===== config.mk =====
export PLATFORM = sky130hd
export DESIGN_NAME = crc16_multi_variant_core
export DESIGN_NICKNAME = d
export VERILOG_FILES = /design/src/rtl/crc16mv_pkg.sv /design/src/rtl/crc16mv_fold.sv /design/src/rtl/crc16_multi_variant_core.sv
export VERILOG_INCLUDE_DIRS = /design/src /design/src/rtl
export SDC_FILE = /design/constraint.sdc
export NUM_CORES = 1
export LEC_CHECK = 0
export BUFFER_PORTS_ARGS = -buffer_cell sky130_fd_sc_hd__buf_2
export CORE_AREA = 2 2 143 145
export DETAILED_ROUTE_END_ITERATION = 10
export DIE_AREA = 0 0 145 147
export SLEW_MARGIN = 20
export SYNTH_ARGS = -nofsm -noshare
export SYNTH_HDL_FRONTEND = slang
export SYNTH_SLANG_ARGS = --single-unit

===== constraint.sdc =====
create_clock -name clk -period 7.55 [get_ports clk]
set_input_delay 1.1325 -clock clk [delete_from_list [all_inputs] [get_ports clk]]
set_output_delay 1.1325 -clock clk [all_outputs]
set_load 0.03 [all_outputs]

===== src/rtl/crc16_multi_variant_core_assert.svh =====
// assertion macros shared by the crc16 multi-variant core
`ifndef CRC16_MULTI_VARIANT_CORE_ASSERT_SVH
`define CRC16_MULTI_VARIANT_CORE_ASSERT_SVH

// same-cycle implication, checked on clk and quiet during rst
`define CRC16MV_ASSERT_IMP(label, ante, cons) \
  label: assert property (@(posedge clk) disable iff (rst) (ante) |-> (cons)) \
    else $error("crc16mv assertion failed");

// next-cycle implication, checked on clk and quiet during rst
`define CRC16MV_ASSERT_NEXT(label, ante, cons) \
  label: assert property (@(posedge clk) disable iff (rst) (ante) |=> (cons)) \
    else $error("crc16mv assertion failed");

`endif


===== src/rtl/crc16mv_pkg.sv =====
// types, variant codes and variant lookup for the crc16 multi-variant core
package crc16mv_pkg;

  localparam int CrcW     = 16;
  localparam int ByteW    = 8;
  localparam int VariantW = 5;

  // variant codes
  localparam logic [VariantW-1:0] VAR_CCITT_FALSE = 5'd1;
  localparam logic [VariantW-1:0] VAR_ARC         = 5'd2;
  localparam logic [VariantW-1:0] VAR_AUG_CCITT   = 5'd3;
  localparam logic [VariantW-1:0] VAR_BUYPASS     = 5'd4;
  localparam logic [VariantW-1:0] VAR_CDMA2000    = 5'd5;
  localparam logic [VariantW-1:0] VAR_DDS_110     = 5'd6;
  localparam logic [VariantW-1:0] VAR_DECT_R      = 5'd7;
  localparam logic [VariantW-1:0] VAR_DECT_X      = 5'd8;
  localparam logic [VariantW-1:0] VAR_DNP         = 5'd9;
  localparam logic [VariantW-1:0] VAR_EN_13757    = 5'd10;
  localparam logic [VariantW-1:0] VAR_GENIBUS     = 5'd11;
  localparam logic [VariantW-1:0] VAR_MAXIM       = 5'd12;
  localparam logic [VariantW-1:0] VAR_MCRF4XX     = 5'd13;
  localparam logic [VariantW-1:0] VAR_RIELLO      = 5'd14;
  localparam logic [VariantW-1:0] VAR_T10_DIF     = 5'd15;
  localparam logic [VariantW-1:0] VAR_TELEDISK    = 5'd16;
  localparam logic [VariantW-1:0] VAR_TMS37157    = 5'd17;
  localparam logic [VariantW-1:0] VAR_USB         = 5'd18;
  localparam logic [VariantW-1:0] VAR_CRC_A       = 5'd19;
  localparam logic [VariantW-1:0] VAR_KERMIT      = 5'd20;
  localparam logic [VariantW-1:0] VAR_MODBUS      = 5'd21;
  localparam logic [VariantW-1:0] VAR_X25         = 5'd22;
  localparam logic [VariantW-1:0] VAR_XMODEM      = 5'd23;

  // polynomials, reflected ones already bit-reversed
  localparam logic [CrcW-1:0] POLY_CCITT   = 16'h1021;
  localparam logic [CrcW-1:0] POLY_ARC_R   = 16'hA001;
  localparam logic [CrcW-1:0] POLY_8005    = 16'h8005;
  localparam logic [CrcW-1:0] POLY_CDMA    = 16'hC867;
  localparam logic [CrcW-1:0] POLY_DECT    = 16'h0589;
  localparam logic [CrcW-1:0] POLY_DNP_R   = 16'hA6BC;
  localparam logic [CrcW-1:0] POLY_EN13757 = 16'h3D65;
  localparam logic [CrcW-1:0] POLY_CCITT_R = 16'h8408;
  localparam logic [CrcW-1:0] POLY_T10DIF  = 16'h8BB7;
  localparam logic [CrcW-1:0] POLY_TELEDSK = 16'hA097;

  typedef struct packed {
    logic            known;
    logic            reflected;
    logic [CrcW-1:0] poly;
    logic [CrcW-1:0] init;
    logic [CrcW-1:0] xorout;
  } variant_info_t;

  // variant code to parameters; unknown codes report known = 0
  function automatic variant_info_t variant_lookup(input logic [VariantW-1:0] code);
    variant_info_t v;
    v = '{known: 1'b1, reflected: 1'b0, poly: '0, init: '0, xorout: '0};
    case (code)
      VAR_CCITT_FALSE: v = '{1'b1, 1'b0, POLY_CCITT,   16'hFFFF, 16'h0000};
      VAR_ARC:         v = '{1'b1, 1'b1, POLY_ARC_R,   16'h0000, 16'h0000};
      VAR_AUG_CCITT:   v = '{1'b1, 1'b0, POLY_CCITT,   16'h1D0F, 16'h0000};
      VAR_BUYPASS:     v = '{1'b1, 1'b0, POLY_8005,    16'h0000, 16'h0000};
      VAR_CDMA2000:    v = '{1'b1, 1'b0, POLY_CDMA,    16'hFFFF, 16'h0000};
      VAR_DDS_110:     v = '{1'b1, 1'b0, POLY_8005,    16'h800D, 16'h0000};
      VAR_DECT_R:      v = '{1'b1, 1'b0, POLY_DECT,    16'h0000, 16'h0001};
      VAR_DECT_X:      v = '{1'b1, 1'b0, POLY_DECT,    16'h0000, 16'h0000};
      VAR_DNP:         v = '{1'b1, 1'b1, POLY_DNP_R,   16'h0000, 16'hFFFF};
      VAR_EN_13757:    v = '{1'b1, 1'b0, POLY_EN13757, 16'h0000, 16'hFFFF};
      VAR_GENIBUS:     v = '{1'b1, 1'b0, POLY_CCITT,   16'hFFFF, 16'hFFFF};
      VAR_MAXIM:       v = '{1'b1, 1'b1, POLY_ARC_R,   16'h0000, 16'hFFFF};
      VAR_MCRF4XX:     v = '{1'b1, 1'b1, POLY_CCITT_R, 16'hFFFF, 16'h0000};
      VAR_RIELLO:      v = '{1'b1, 1'b1, POLY_CCITT_R, 16'h554D, 16'h0000};
      VAR_T10_DIF:     v = '{1'b1, 1'b0, POLY_T10DIF,  16'h0000, 16'h0000};
      VAR_TELEDISK:    v = '{1'b1, 1'b0, POLY_TELEDSK, 16'h0000, 16'h0000};
      VAR_TMS37157:    v = '{1'b1, 1'b1, POLY_CCITT_R, 16'h3791, 16'h0000};
      VAR_USB:         v = '{1'b1, 1'b1, POLY_ARC_R,   16'hFFFF, 16'hFFFF};
      VAR_CRC_A:       v = '{1'b1, 1'b1, POLY_CCITT_R, 16'h6363, 16'h0000};
      VAR_KERMIT:      v = '{1'b1, 1'b1, POLY_CCITT_R, 16'h0000, 16'h0000};
      VAR_MODBUS:      v = '{1'b1, 1'b1, POLY_ARC_R,   16'hFFFF, 16'h0000};
      VAR_X25:         v = '{1'b1, 1'b1, POLY_CCITT_R, 16'hFFFF, 16'hFFFF};
      VAR_XMODEM:      v = '{1'b1, 1'b0, POLY_CCITT,   16'h0000, 16'h0000};
      default:         v = '{1'b0, 1'b0, 16'h0000,     16'h0000, 16'h0000};
    endcase
    return v;
  endfunction

endpackage


===== src/rtl/crc16mv_fold.sv =====
// one-byte crc fold, msb-first or reflected, eight shift steps unrolled
module crc16mv_fold
  import crc16mv_pkg::*;
(
  input  logic [CrcW-1:0]  crc_in,
  input  logic [ByteW-1:0] byte_in,
  input  logic             reflected,
  input  logic [CrcW-1:0]  poly,
  output logic [CrcW-1:0]  crc_out
);

  logic [CrcW-1:0] c;

  // xor the byte in at the proper end, then shift eight times
  always_comb begin
    if (reflected) begin
      c = crc_in ^ {{(CrcW-ByteW){1'b0}}, byte_in};
      for (int i = 0; i < ByteW; i++) begin
        if (c[0]) begin
          c = (c >> 1) ^ poly;
        end else begin
          c = c >> 1;
        end
      end
    end else begin
      c = crc_in ^ {byte_in, {(CrcW-ByteW){1'b0}}};
      for (int i = 0; i < ByteW; i++) begin
        if (c[CrcW-1]) begin
          c = (c << 1) ^ poly;
        end else begin
          c = c << 1;
        end
      end
    end
    crc_out = c;
  end

endmodule


===== src/rtl/crc16_multi_variant_core.sv =====
// CRC-16 engine for 23 catalogue variants, one item per cycle unless the output stalls. An accepted
// item lands in an input register; when the output register is free the byte is folded into the
// running crc by the eight unrolled shift steps and the result is written to the output register,
// which holds it until taken while the next item moves in. Throughput is one item per clock while
// results are taken, as the fold sits between the input register and the crc/result registers. The
// variant register resets to X-25 and the running crc to its initial value 0xFFFF; unknown variant
// codes leave the crc alone and report 0. Write the variant only while the core is idle.
`include "crc16_multi_variant_core_assert.svh"

module crc16_multi_variant_core
  import crc16mv_pkg::*;
(
  input  logic                clk,
  input  logic                rst,
  // configuration write
  input  logic                cfg_valid,
  output logic                cfg_ready,
  input  logic [VariantW-1:0] variant,
  // input items
  input  logic                in_valid,
  output logic                in_ready,
  input  logic [ByteW-1:0]    data_byte,
  input  logic                has_byte,
  input  logic                start_of_message,
  input  logic                last_of_message,
  // results
  output logic                out_valid,
  input  logic                out_ready,
  output logic [CrcW-1:0]     crc_value,
  output logic                message_end
);

  // parameters of the variant selected at reset
  localparam variant_info_t ResetVariant = variant_lookup(VAR_X25);

  logic [VariantW-1:0] variant_q;
  logic                s1_valid;
  logic [ByteW-1:0]    s1_byte;
  logic                s1_has_byte;
  logic                s1_start;
  logic                s1_last;
  logic [CrcW-1:0]     crc_register;
  logic [CrcW-1:0]     crc_register_next;
  logic [CrcW-1:0]     crc_base;
  logic [CrcW-1:0]     crc_folded;
  logic                advance;
  variant_info_t       vinfo;

  // variant register, always ready
  assign cfg_ready = 1'b1;

  always_ff @(posedge clk) begin
    if (rst) begin
      variant_q <= VAR_X25;
    end else if (cfg_valid) begin
      variant_q <= variant;
    end
  end

  assign vinfo = variant_lookup(variant_q);

  // pipeline flow control
  assign advance  = s1_valid && (!out_valid || out_ready);
  assign in_ready = !s1_valid || advance;

  // input register
  always_ff @(posedge clk) begin
    if (rst) begin
      s1_valid <= 1'b0;
    end else if (in_valid && in_ready) begin
      s1_valid <= 1'b1;
    end else if (advance) begin
      s1_valid <= 1'b0;
    end
  end

  always_ff @(posedge clk) begin
    if (in_valid && in_ready) begin
      s1_byte     <= data_byte;
      s1_has_byte <= has_byte;
      s1_start    <= start_of_message;
      s1_last     <= last_of_message;
    end
  end

  // start reloads the initial value before the byte is folded
  assign crc_base = s1_start ? vinfo.init : crc_register;

  crc16mv_fold u_fold (
    .crc_in    (crc_base),
    .byte_in   (s1_byte),
    .reflected (vinfo.reflected),
    .poly      (vinfo.poly),
    .crc_out   (crc_folded)
  );

  // unknown variant leaves the running crc untouched
  always_comb begin
    crc_register_next = crc_register;
    if (vinfo.known) begin
      crc_register_next = s1_has_byte ? crc_folded : crc_base;
    end
  end

  always_ff @(posedge clk) begin
    if (rst) begin
      crc_register <= ResetVariant.init;
    end else if (advance) begin
      crc_register <= crc_register_next;
    end
  end

  // output register
  always_ff @(posedge clk) begin
    if (rst) begin
      out_valid <= 1'b0;
    end else if (advance) begin
      out_valid <= 1'b1;
    end else if (out_ready) begin
      out_valid <= 1'b0;
    end
  end

  always_ff @(posedge clk) begin
    if (advance) begin
      crc_value   <= vinfo.known ? (crc_register_next ^ vinfo.xorout) : '0;
      message_end <= s1_last;
    end
  end

  // an empty output register never blocks new input
  `CRC16MV_ASSERT_IMP(a_ready_when_out_empty, !out_valid, in_ready)

  // the running crc moves only when an item completes
  `CRC16MV_ASSERT_NEXT(a_crc_hold, !advance, $stable(crc_register))

  // a completing item shows up in the output register with its end flag
  `CRC16MV_ASSERT_NEXT(a_result_loaded, advance, out_valid && (message_end == $past(s1_last)))

endmodule


==> key figures, run 1 <==
Clock tree
  • Clk_lat worst skew: approximately 0.35 ns
  • Post-CTS sizing: 0
  • CTS tree: done
  • Num CTS Buffers: 9
  • Reg clk slew, reported paths: roughly 0.07 ns
  • Clk root buf: clkbuf_16
  • CTS H-tree lvls: 3
  • Hold_buf cts: 0
  • Post-CTS setup buffers: 0
  • Num Clock Sinks: slightly above 80
  • Deepest clock path buffer count: 2

Pwr
  • Switching power: approximately 1.4 mW
  • Switching share of power: roughly 48%
  • Cell Pwr Density: ~310 nW/um^2
  • Gate power share: 66.0%
  • Internal: 1.51 mW
  • Pwr Total: between 2 and 3 mW
  • LEAKAGE: around 3.3 nW
  • Clk pwr share: 14.9%
  • Part of the power in registers: a little under a fifth
  • VDD IR max: around 0.14 mV

STA
  • Fmax: 168 MHz
  • Setup Viol. Count Final: 0
  • Unrepaired setup endpoints after global routing: no
  • Max-Slew Margin vs Limit: between 30% and 40%
  • Worst setup margin: between 1.5 and 2 ns
  • Fin. max-slew vios: 0
  • Hold Vio Cnt, Final: 0
  • Worst Tran Pin Value: between 1 and 1.5 ns
  • Hold Slack: approximately 0.43 ns
  • Fin Setup TNS: 0 ns
  • Fin crit share: between 70% and 80%
  • Minimum clock period: between 5 and 6 ns
  • Worst Skew: a little over 0.009 ns

Worst setup path
  • CP Capture Type: flop
  • Flop2flop setup slack: about 1.6 ns
  • R2r worst-path depth: 15
  • Startpoint types: flop
  • Cell repeated most along the worst path: xnor2_1
  • Worst-path cell chain: clkinv_1 > nor2_1 > o31ai_1 > o211ai_2 > xor2_4 > xnor2_1 > a21boi_0 > a311oi_1 > o211ai_1 > a211oi_2 > or2_1 > nand2_1 > xnor2_1 > a222oi_1 > mux2i_1
  • Crit path kind: reg -> reg
  • RR Endpoint: crc_value[9]
  • Slowest-stage cell, CP: xnor2_1
  • Worst Path Required: between 7 and 8 ns
  • WP buf/inv: 1
  • CP Max Fanout: 20
  • Worst r2r src: vinfo[33]
  • Crit path max-delay family: compound AO/OA/AOI/OAI gates
  • CP Data Arrival Time: approximately 6.0 ns
  • Critical Path Max Stage Delay: 0.87 ns

Min path
  • Worst hold path type: reg -> reg
  • Min-Delay Endpoint: message_end
  • Hold depth: 0
  • Hold path start: s1_last

Logic synthesis
  • Register area share after synthesis: about 22%
  • Fraction of registers with async set/reset: 0%
  • Cell count after synthesis: ~1,100
  • EDFF count, synth: 28
  • Syn_area_per_cell: a little under 8 um^2
  • Syn nets: around 1,100
  • Synth cell types: 92
  • Netlist Area Pre-Place: approximately 8600 um^2
  • Number of synthesized register bits: between 80 and 90
  • Top FF cell, synth: dfxtp_1
  • Yosys warns: 0

Global routing
  • Total track usage: 25.3%
  • Met3 usage: 3.88%
  • Largest net degree at the start of global routing: 36
  • Initial antenna violation count: 0
  • GRT met1 Usage: about 36%
  • First-pass GRT wire length: 42.8 mm
  • Vias in the first global route: around 7,500
  • Met2 Track Usage GR: 39.3%
  • Grt ovf: 0
  • Top Usage Layer GRT: met2

Floorplanning
  • Row Count: between 50 and 60
  • Initial core utilization: between 40 and 50%
  • Die W: about 150 um
  • IO Pins: 41
  • Die Span Y: about 150 um
  • Core area: about 20,000 um^2
  • Die ar.: 21,300 um^2

Routing
  • Routed Antenna Nets: 0
  • DRT Pass-1 Iters: 5
  • Routed wire length: about 27 mm
  • Vias: 8,036
  • Iteration-0 DRC Markers: between 800 and 900
  • Post-DR vias/cell: between 5 and 6
  • Wire per inst: about 19 um
  • Residual DRC: 0

Place
  • PortBufs: 39
  • Post-place setup slack: 1.76 ns
  • # placed instances: between 1,000 and 1,500
  • Final GP Congestion: around 0.93
  • DP Area: around 9000 um^2
  • HPWL after detailed placement: about 19 mm

Run status
  • Outcome: finished clean

Layout
  • Finished Layout Cells: around 1,400
  • P&R area growth vs syn: 7.58%
  • Final Util: between 40% and 50%
  • N_diodes: 0
  • Proportion of layout cells with a drive suffix above 1: a little under an eighth
  • NumNets Final: roughly 1,100
  • Fin area: 9270 um^2

Job
  • Max-cap violation count: 0
## kinds of logic (layout without fill, tap and decap cells)
| group | Yosys count | count (layout) | synth area share, % |
|---|---|---|---|
| buffers and inverters | 107 | 98 | 4.98 |
| AOI/OAI and AO/OA | 232 | 232 | 19.0 |
| other | 1 | 1 | 0.0435 |
| muxes | 42 | 42 | 5.50 |
| xor gates and xnor gates | 220 | 220 | 24.7 |
| DFF | 82 | 82 | 22.3 |
| adders and majority gates | 6 | 6 | 0.871 |
| and+or+nand+nor | 431 | 431 | 22.6 |
## worst max-delay path by stage
stage,from,to,cells past startpoint,slack [ns]
3_5_place_dp,vinfo[33],crc_value[9],15,1.76
3_3_place_gp,s1_start,crc_value[9],16,2.00
5_1_grt,vinfo[33],crc_value[10],15,1.17
4_1_cts,vinfo[33],crc_value[9],15,1.73
2_1_floorplan,s1_start,crc_value[9],18,3.02
6_report,vinfo[33],crc_value[9],15,1.61
## cell usage after synthesis, types with 8 or more instances
library cell,n,area (um^2)
xor2_1,11,96.3
mux2i_1,30,300
a21oi_1,43,215
clkbuf_1,68,255
nand4_1,12,75.1
dfxtp_1,54,1080
o21ai_0,54,270
o22ai_1,8,50.1
edfxtp_1,28,841
xnor3_1,8,180
nand2_1,226,848
and3_1,12,75.1
a31oi_1,9,56.3
or3_1,9,56.3
xnor2_1,192,1680
o211ai_1,17,128
nand3_1,35,175
buf_1,9,33.8
inv_1,17,63.8
nor2_1,70,263
nor3_1,16,80.1
## placed cells by master, fill, tap and decap left out, types with 5 or more instances in the layout
cell type	n
nand2b_1	5
ha_1	6
and2_1	7
dfxtp_1	54
xnor2_2	6
mux2_2	7
nor2b_1	7
a22oi_1	5
or3_1	9
or2_2	5
o21ai_0	54
xnor3_1	8
nor3b_1	6
buf_4	24
buf_2	39
edfxtp_1	28
xnor2_1	192
nand2_1	226
clkbuf_16	9
o211ai_1	17
a21oi_1	43
nand3_1	35
nor3_1	16
a31oi_1	9
and3_1	12
inv_1	17
xor2_1	11
nand4_1	12
mux2i_1	30
o22ai_1	8
o21ai_1	5
nor2_1	70
## layer usage
metal  vias up  share of wire, %
li1       3858                 -
met1      3779                45
met2       353                44
met3        46               7.7
met4         0               3.3
met5         -                 0
## power groups by stage
stage	combinational, mW	clock [mW]	sequential, mW
after global routing	2.07	0.461	0.562
after detailed placement	1.89	0	0.566
after CTS	1.90	0.444	0.556
after global placement	1.88	0	0.565
final	1.92	0.432	0.557
after floorplan	1.50	0	0.565
## state kept, by name, indices dropped and copies added (netlist names)
| signal | flops |
|---|---|
| vinfo | 31 |
| crc_register | 16 |
| crc_value | 16 |
| s1_byte | 8 |
| variant_q | 5 |
| message_end | 1 |
| out_valid | 1 |
| s1_has_byte | 1 |
| s1_last | 1 |
| s1_start | 1 |
| s1_valid | 1 |
## area by class of cell
cell class | count | area [um^2]
fillers | 1998 | 10600
multi-input cells | 932 | 6270
flip-flops and latches | 82 | 1920
repair buffers | 63 | 375
well taps | 270 | 338
clock buffers | 9 | 225
inverters | 19 | 71.3
clock inverters | 7 | 67.6
Power figures use the tool's default switching activity.
==> run 2: changes to the inputs <==
clock period = 5.34 ns   (was 7.55 ns; I/O delays follow)
==> run 2 against run 1 <==
Net effect: combinational power up 53%; maximum frequency up 15%; flip-flop and latch count unchanged; critical endpoint is now crc_value[10]; clock power grew 43%; die area unchanged; cell count increased by 3.6%.
==> key figures, run 2 (synthesis results as in run 1) <==
Run status
  • Outcome: finished clean

Global routing
  • Vias in the first global route: about 7,700
  • First-pass GRT wire length: approximately 43 mm
  • Initial antenna violation count: 0
  • Total track usage: roughly 26%
  • Grt ovf: 0
  • Largest net degree at the start of global routing: 27

Clock tree
  • CTS tree: done
  • Clk_lat worst skew: around 0.35 ns
  • Num CTS Buffers: 9
  • Clk root buf: clkbuf_16
  • CTS H-tree lvls: 3
  • Deepest clock path buffer count: 2
  • Hold_buf cts: 0
  • Reg clk slew, reported paths: around 0.07 ns
  • Num Clock Sinks: 82

Floorplanning
  • IO Pins: a little over 40
  • Core area: 19,800 um^2
  • Die W: around 150 um
  • Row Count: 52
  • Die Span Y: around 150 um
  • Initial core utilization: between 40% and 50%
  • Die ar.: between 20,000 and 25,000 um^2

Pwr
  • LEAKAGE: 3.62 nW
  • Cell Pwr Density: ~440 nW/um^2
  • VDD IR max: roughly 0.19 mV

Routing
  • Iteration-0 DRC Markers: ~800
  • Vias: approximately 8,300
  • Post-DR vias/cell: 5.77
  • Routed Antenna Nets: 0
  • Residual DRC: 0
  • DRT Pass-1 Iters: 5
  • Wire per inst: ~19 um
  • Routed wire length: between 20 and 30 mm

Place
  • Post-place setup slack: 0.0252 ns
  • PortBufs: 39
  • Final GP Congestion: a little under 1
  • HPWL after detailed placement: just over 20 mm

Worst setup path
  • Slowest-stage cell, CP: mux2i_2
  • Critical Path Max Stage Delay: roughly 0.45 ns
  • Crit path max-delay family: compound AO/OA/AOI/OAI gates
  • R2r worst-path depth: 19
  • Crit path kind: reg -> reg
  • Cell repeated most along the worst path: buf_4
  • WP depth: 19
  • CP Capture Type: flop
  • Startpoint types: flop
  • CP Data Arrival Time: approximately 5.3 ns
  • CP Max Fanout: 8
  • Worst-path cell chain: buf_4 > mux2i_2 > buf_4 > xor2_1 > nand4_1 > buf_4 > buf_4 > nand4_1 > nand3_1 > o41ai_2 > o32a_1 > o211a_1 > o22a_1 > or2_1 > nand2_1 > xnor2_1 > a222oi_1 > buf_4 > mux2i_1
  • Worst Path Required: 5.43 ns
  • WP buf/inv: 5

STA
  • Fmax: slightly below 200 MHz
  • Setup Viol. Count Final: 0
  • Fin crit share: a little over nine tenths
  • Minimum clock period: between 5 and 6 ns
  • Hold Vio Cnt, Final: 0
  • Worst Skew: around 0.0090 ns
  • Worst Tran Pin Value: a little under 0.9 ns
  • Fin Setup TNS: 0 ns
  • Hold Slack: between 0.4 and 0.5 ns
  • Max-Slew Margin vs Limit: 41.6%
  • Worst setup margin: 0.157 ns
  • Fin. max-slew vios: 0

Layout
  • Max reg flops: 31
  • NumNets Final: about 1,200
  • Multi-input logic area: 6420 um^2
  • N_diodes: 0
  • Fillers: between 1,500 and 2,000
  • Most common cell after layout, fill and taps aside: nand2_1
  • Proportion of layout cells with a drive suffix above 1: roughly 17%
  • P&R area growth vs syn: 13.9%
  • Reg area: approximately 1900 um^2
  • Most frequent cells in the layout: 226 x nand2_1, 189 x xnor2_1, 72 x buf_4

Min path
  • Worst hold path type: reg -> reg
  • Hold depth: 0

Job
  • Max-cap violation count: 0
run 2: cell count changes in the layout (fill, tap and decap cells not counted), sizes merged:
cell,before,now
buf,63,113
clkinv,4,5
inv,21,20
run 2: final cells by class:
type / instances / share of cell area [%]
Clock inverter: 7 / 0.739
Inverter: 19 / 0.726
Tap cell: 270 / 3.44
Multi-Input combinational cell: 932 / 65.3
Sequential cell: 82 / 19.6
Clock buffer: 9 / 2.29
Timing Repair Buffer: 113 / 7.90
run 2: worst paths after layout:
path,start,to,slack (ns)
max,s1_start,crc_value[10],0.16
min,s1_last,message_end,0.42
max reg2reg,s1_start,crc_value[10],0.16
min reg2reg,s1_last,message_end,0.42
run 2: power by group:
part / leakage, nW / total [mW] / switching [mW] / internal, mW
registers: 0.715 / 0.796 / 0.0701 / 0.726
logic: 2.76 / 2.94 / 1.69 / 1.25
clock network: 0.143 / 0.616 / 0.287 / 0.329
total: 3.62 / 4.35 / 2.04 / 2.31
run 2: timing repair:
action | CTS | global route
setup endpoints to repair | 1 | 20
endpoints found under the hold margin | 0 | 0
buffers inserted | 0 | 9
pin swaps | 0 | 4
gates resized for setup | 1 | 23
run 2: through the flow:
stage	util (%)	total power, mW	instance area (um^2)	cells
finish	49.5	4.35	9820	1432
global route	49.5	4.61	9820	1432
CTS	48.3	4.22	9590	1423
detailed placement	46.8	3.59	9290	1407
global placement	46.8	3.58	9290	1407
floorplan	-	2.91	8620	1121
run 2: metal layers:
metal  share of wire, %  routed length [um]  GRT usage [%]  up-vias
met5                  0                   0              0        -
met4                4.6                1280           12.0        0
met3                7.6                2110           4.04       74
met2                 45               12500           41.1      352
met1                 43               11900           34.9     3876
li1                   -                   -              -     3963
==> run 3: changes to the inputs <==
CORE_AREA = 2 2 150 152   (was 2 2 143 145)
DIE_AREA = 0 0 152 154   (was 0 0 145 147)
GPL_ROUTABILITY_DRIVEN = 0   (was not set)
==> run 3 against run 2 <==
Net effect: clock-buffer cell count unchanged; die area increased by 9.8%; critical path depth decreased by 3; power about the same; clock power increased by 13%; sequential share of layout area increased by 0.23 points; first-iteration DRC count increased by 12%; design area decreased by 1.1%; non-clock buffer count decreased by 12; utilization decreased by 4.7 points; clock skew increased by 0.0052 ns; setup slack improved by 0.096 ns.
==> key figures, run 3 (synthesis results as in run 1) <==
Routing
  • Residual DRC: 0
  • Routed Antenna Nets: 0
  • Iteration-0 DRC Markers: approximately 900
  • DRT Pass-1 Iters: 8
  • Wire per inst: just under 20 um
  • Routed wire length: approximately 28 mm
  • Post-DR vias/cell: 5.76
  • Vias: roughly 8,000

STA
  • Max-Slew Margin vs Limit: between 30% and 40%
  • Hold Vio Cnt, Final: 0
  • Unrepaired setup endpoints after global routing: no
  • Worst Skew: approximately 0.014 ns
  • Fin Setup TNS: 0 ns
  • Hold Slack: about 0.43 ns
  • Worst Tran Pin Value: roughly 0.90 ns
  • Fin crit share: 95.3%
  • Fin. max-slew vios: 0
  • Minimum clock period: around 5.1 ns
  • Fmax: a little under 200 MHz
  • Setup Viol. Count Final: 0

Pwr
  • Pwr Total: roughly 4.3 mW
  • Cell Pwr Density: about 450 nW/um^2
  • LEAKAGE: roughly 3.6 nW
  • VDD IR max: approximately 0.22 mV

Global routing
  • Grt ovf: 0
  • Vias in the first global route: 7,632
  • Total track usage: 23.0%
  • Largest net degree at the start of global routing: 27
  • First-pass GRT wire length: about 43 mm
  • Initial antenna violation count: 0

Worst setup path
  • CP Capture Type: flop
  • CP startpoint: s1_start
  • CP Data Arrival Time: 5.18 ns
  • Worst r2r src: s1_start
  • Worst Path Required: roughly 5.4 ns
  • Crit path kind: reg -> reg
  • CP Max Fanout: 16
  • Startpoint types: flop

Min path
  • Hold path start: s1_last
  • Worst hold path type: reg -> reg

Clock tree
  • Deepest clock path buffer count: 2
  • Clk root buf: clkbuf_16
  • Reg clk slew, reported paths: ~0.07 ns
  • Clk_lat worst skew: roughly 0.35 ns
  • Num CTS Buffers: 9
  • Num Clock Sinks: 82
  • Hold_buf cts: 0
  • CTS tree: done
  • CTS H-tree lvls: 3

Run status
  • Outcome: finished clean

Layout
  • Multi-input logic area: around 6400 um^2
  • Most common cell after layout, fill and taps aside: nand2_1
  • N_diodes: 0
  • NumNets Final: about 1,200
  • Most frequent cells in the layout: 226 x nand2_1, 190 x xnor2_1, 69 x nor2_1
  • Proportion of layout cells with a drive suffix above 1: approximately 15%
  • Fin area: 9710 um^2
  • Reg area: between 1500 and 2000 um^2
  • Fillers: 2,158
  • P&R area growth vs syn: 12.6%
  • Max reg flops: 31

Floorplanning
  • Initial core utilization: roughly two fifths
  • Die ar.: ~23,000 um^2
  • Die W: 152 um
  • IO Pins: 41
  • Row Count: 54
  • Die Span Y: roughly 150 um
  • Core area: about 22,000 um^2

Place
  • PortBufs: 39
  • HPWL after detailed placement: between 20 and 25 mm
  • DP Area: just over 9000 um^2

Job
  • Max-cap violation count: 0
-- run 3: changes by cell type in the layout (fill, tap and decap cells not counted), moves of 2 or more --
| cell | before | now |
|---|---|---|
| buf_4 | 72 | 60 |
| bufinv_16 | 0 | 2 |
| clkinv_4 | 2 | 0 |
| mux2i_2 | 3 | 1 |
| o21ai_1 | 3 | 5 |
| o21ai_2 | 2 | 0 |
-- run 3: path summary, 6_finish.rpt --
check / end / slack (ns) / cells past startpoint
max: crc_value[1] / 0.25 / 16
min: message_end / 0.43 / 0
max reg2reg: crc_value[1] / 0.25 / 16
min reg2reg: message_end / 0.43 / 0
-- run 3: worst max-delay path, stage by stage, from the launching register on --
cell and delay (ns):
edfxtp_1 0.37, buf_12 0.20, mux2i_1 0.54, buf_4 0.26
xnor2_1 0.26, nand4_1 0.31, o2111ai_1 0.25, nand3_1 0.18
o41ai_1 0.46, o32a_1 0.29, nor4_2 0.10, nor4_4 0.40
o21ai_1 0.28, o221a_2 0.36, a211oi_2 0.31, o21ai_0 0.13
nor3b_1 0.15
-- run 3: stage by stage --
stage | setup WS, ns | cells | utilization (%)
6_report | 0.252 | 1430 | 44.8
5_1_grt | 0.0302 | 1430 | 44.8
4_1_cts | 0.0690 | 1428 | 44.3
3_5_place_dp | 0.0693 | 1412 | 42.8
3_3_place_gp | 0.0747 | 1412 | 42.8
2_1_floorplan | 0.806 | 1121 | -
-- run 3: area by class of cell --
cell class	instances	area share, %
multi-input combinational	932	65.5
tap	280	3.61
clock buffer	9	2.32
sequential	82	19.8
inverter	19	0.735
clock inverter	7	1.03
timing repair buffer	101	7.06
-- run 3: power by group --
part | switching (mW) | internal [mW]
Sequential | 0.0709 | 0.726
Clock | 0.283 | 0.415
Combinational | 1.66 | 1.20
-- run 3: timing repair --
item                                    4_1_cts  5_1_grt
endpoints found under the setup margin        0       18
buffers inserted                              0        2
resized for setup                             0       15
-- run 3: metal layers --
| layer | share of wire (%) | GRT usage (%) | wire length (um) | up-vias |
|---|---|---|---|---|
| li1 | - | - | - | 3930 |
| met1 | 44 | 30.6 | 12000 | 3890 |
| met2 | 47 | 38.1 | 12900 | 353 |
| met3 | 6.2 | 2.99 | 1700 | 63 |
| met4 | 3.2 | 8.63 | 889 | 0 |
| met5 | 0 | 0 | 0 | - |
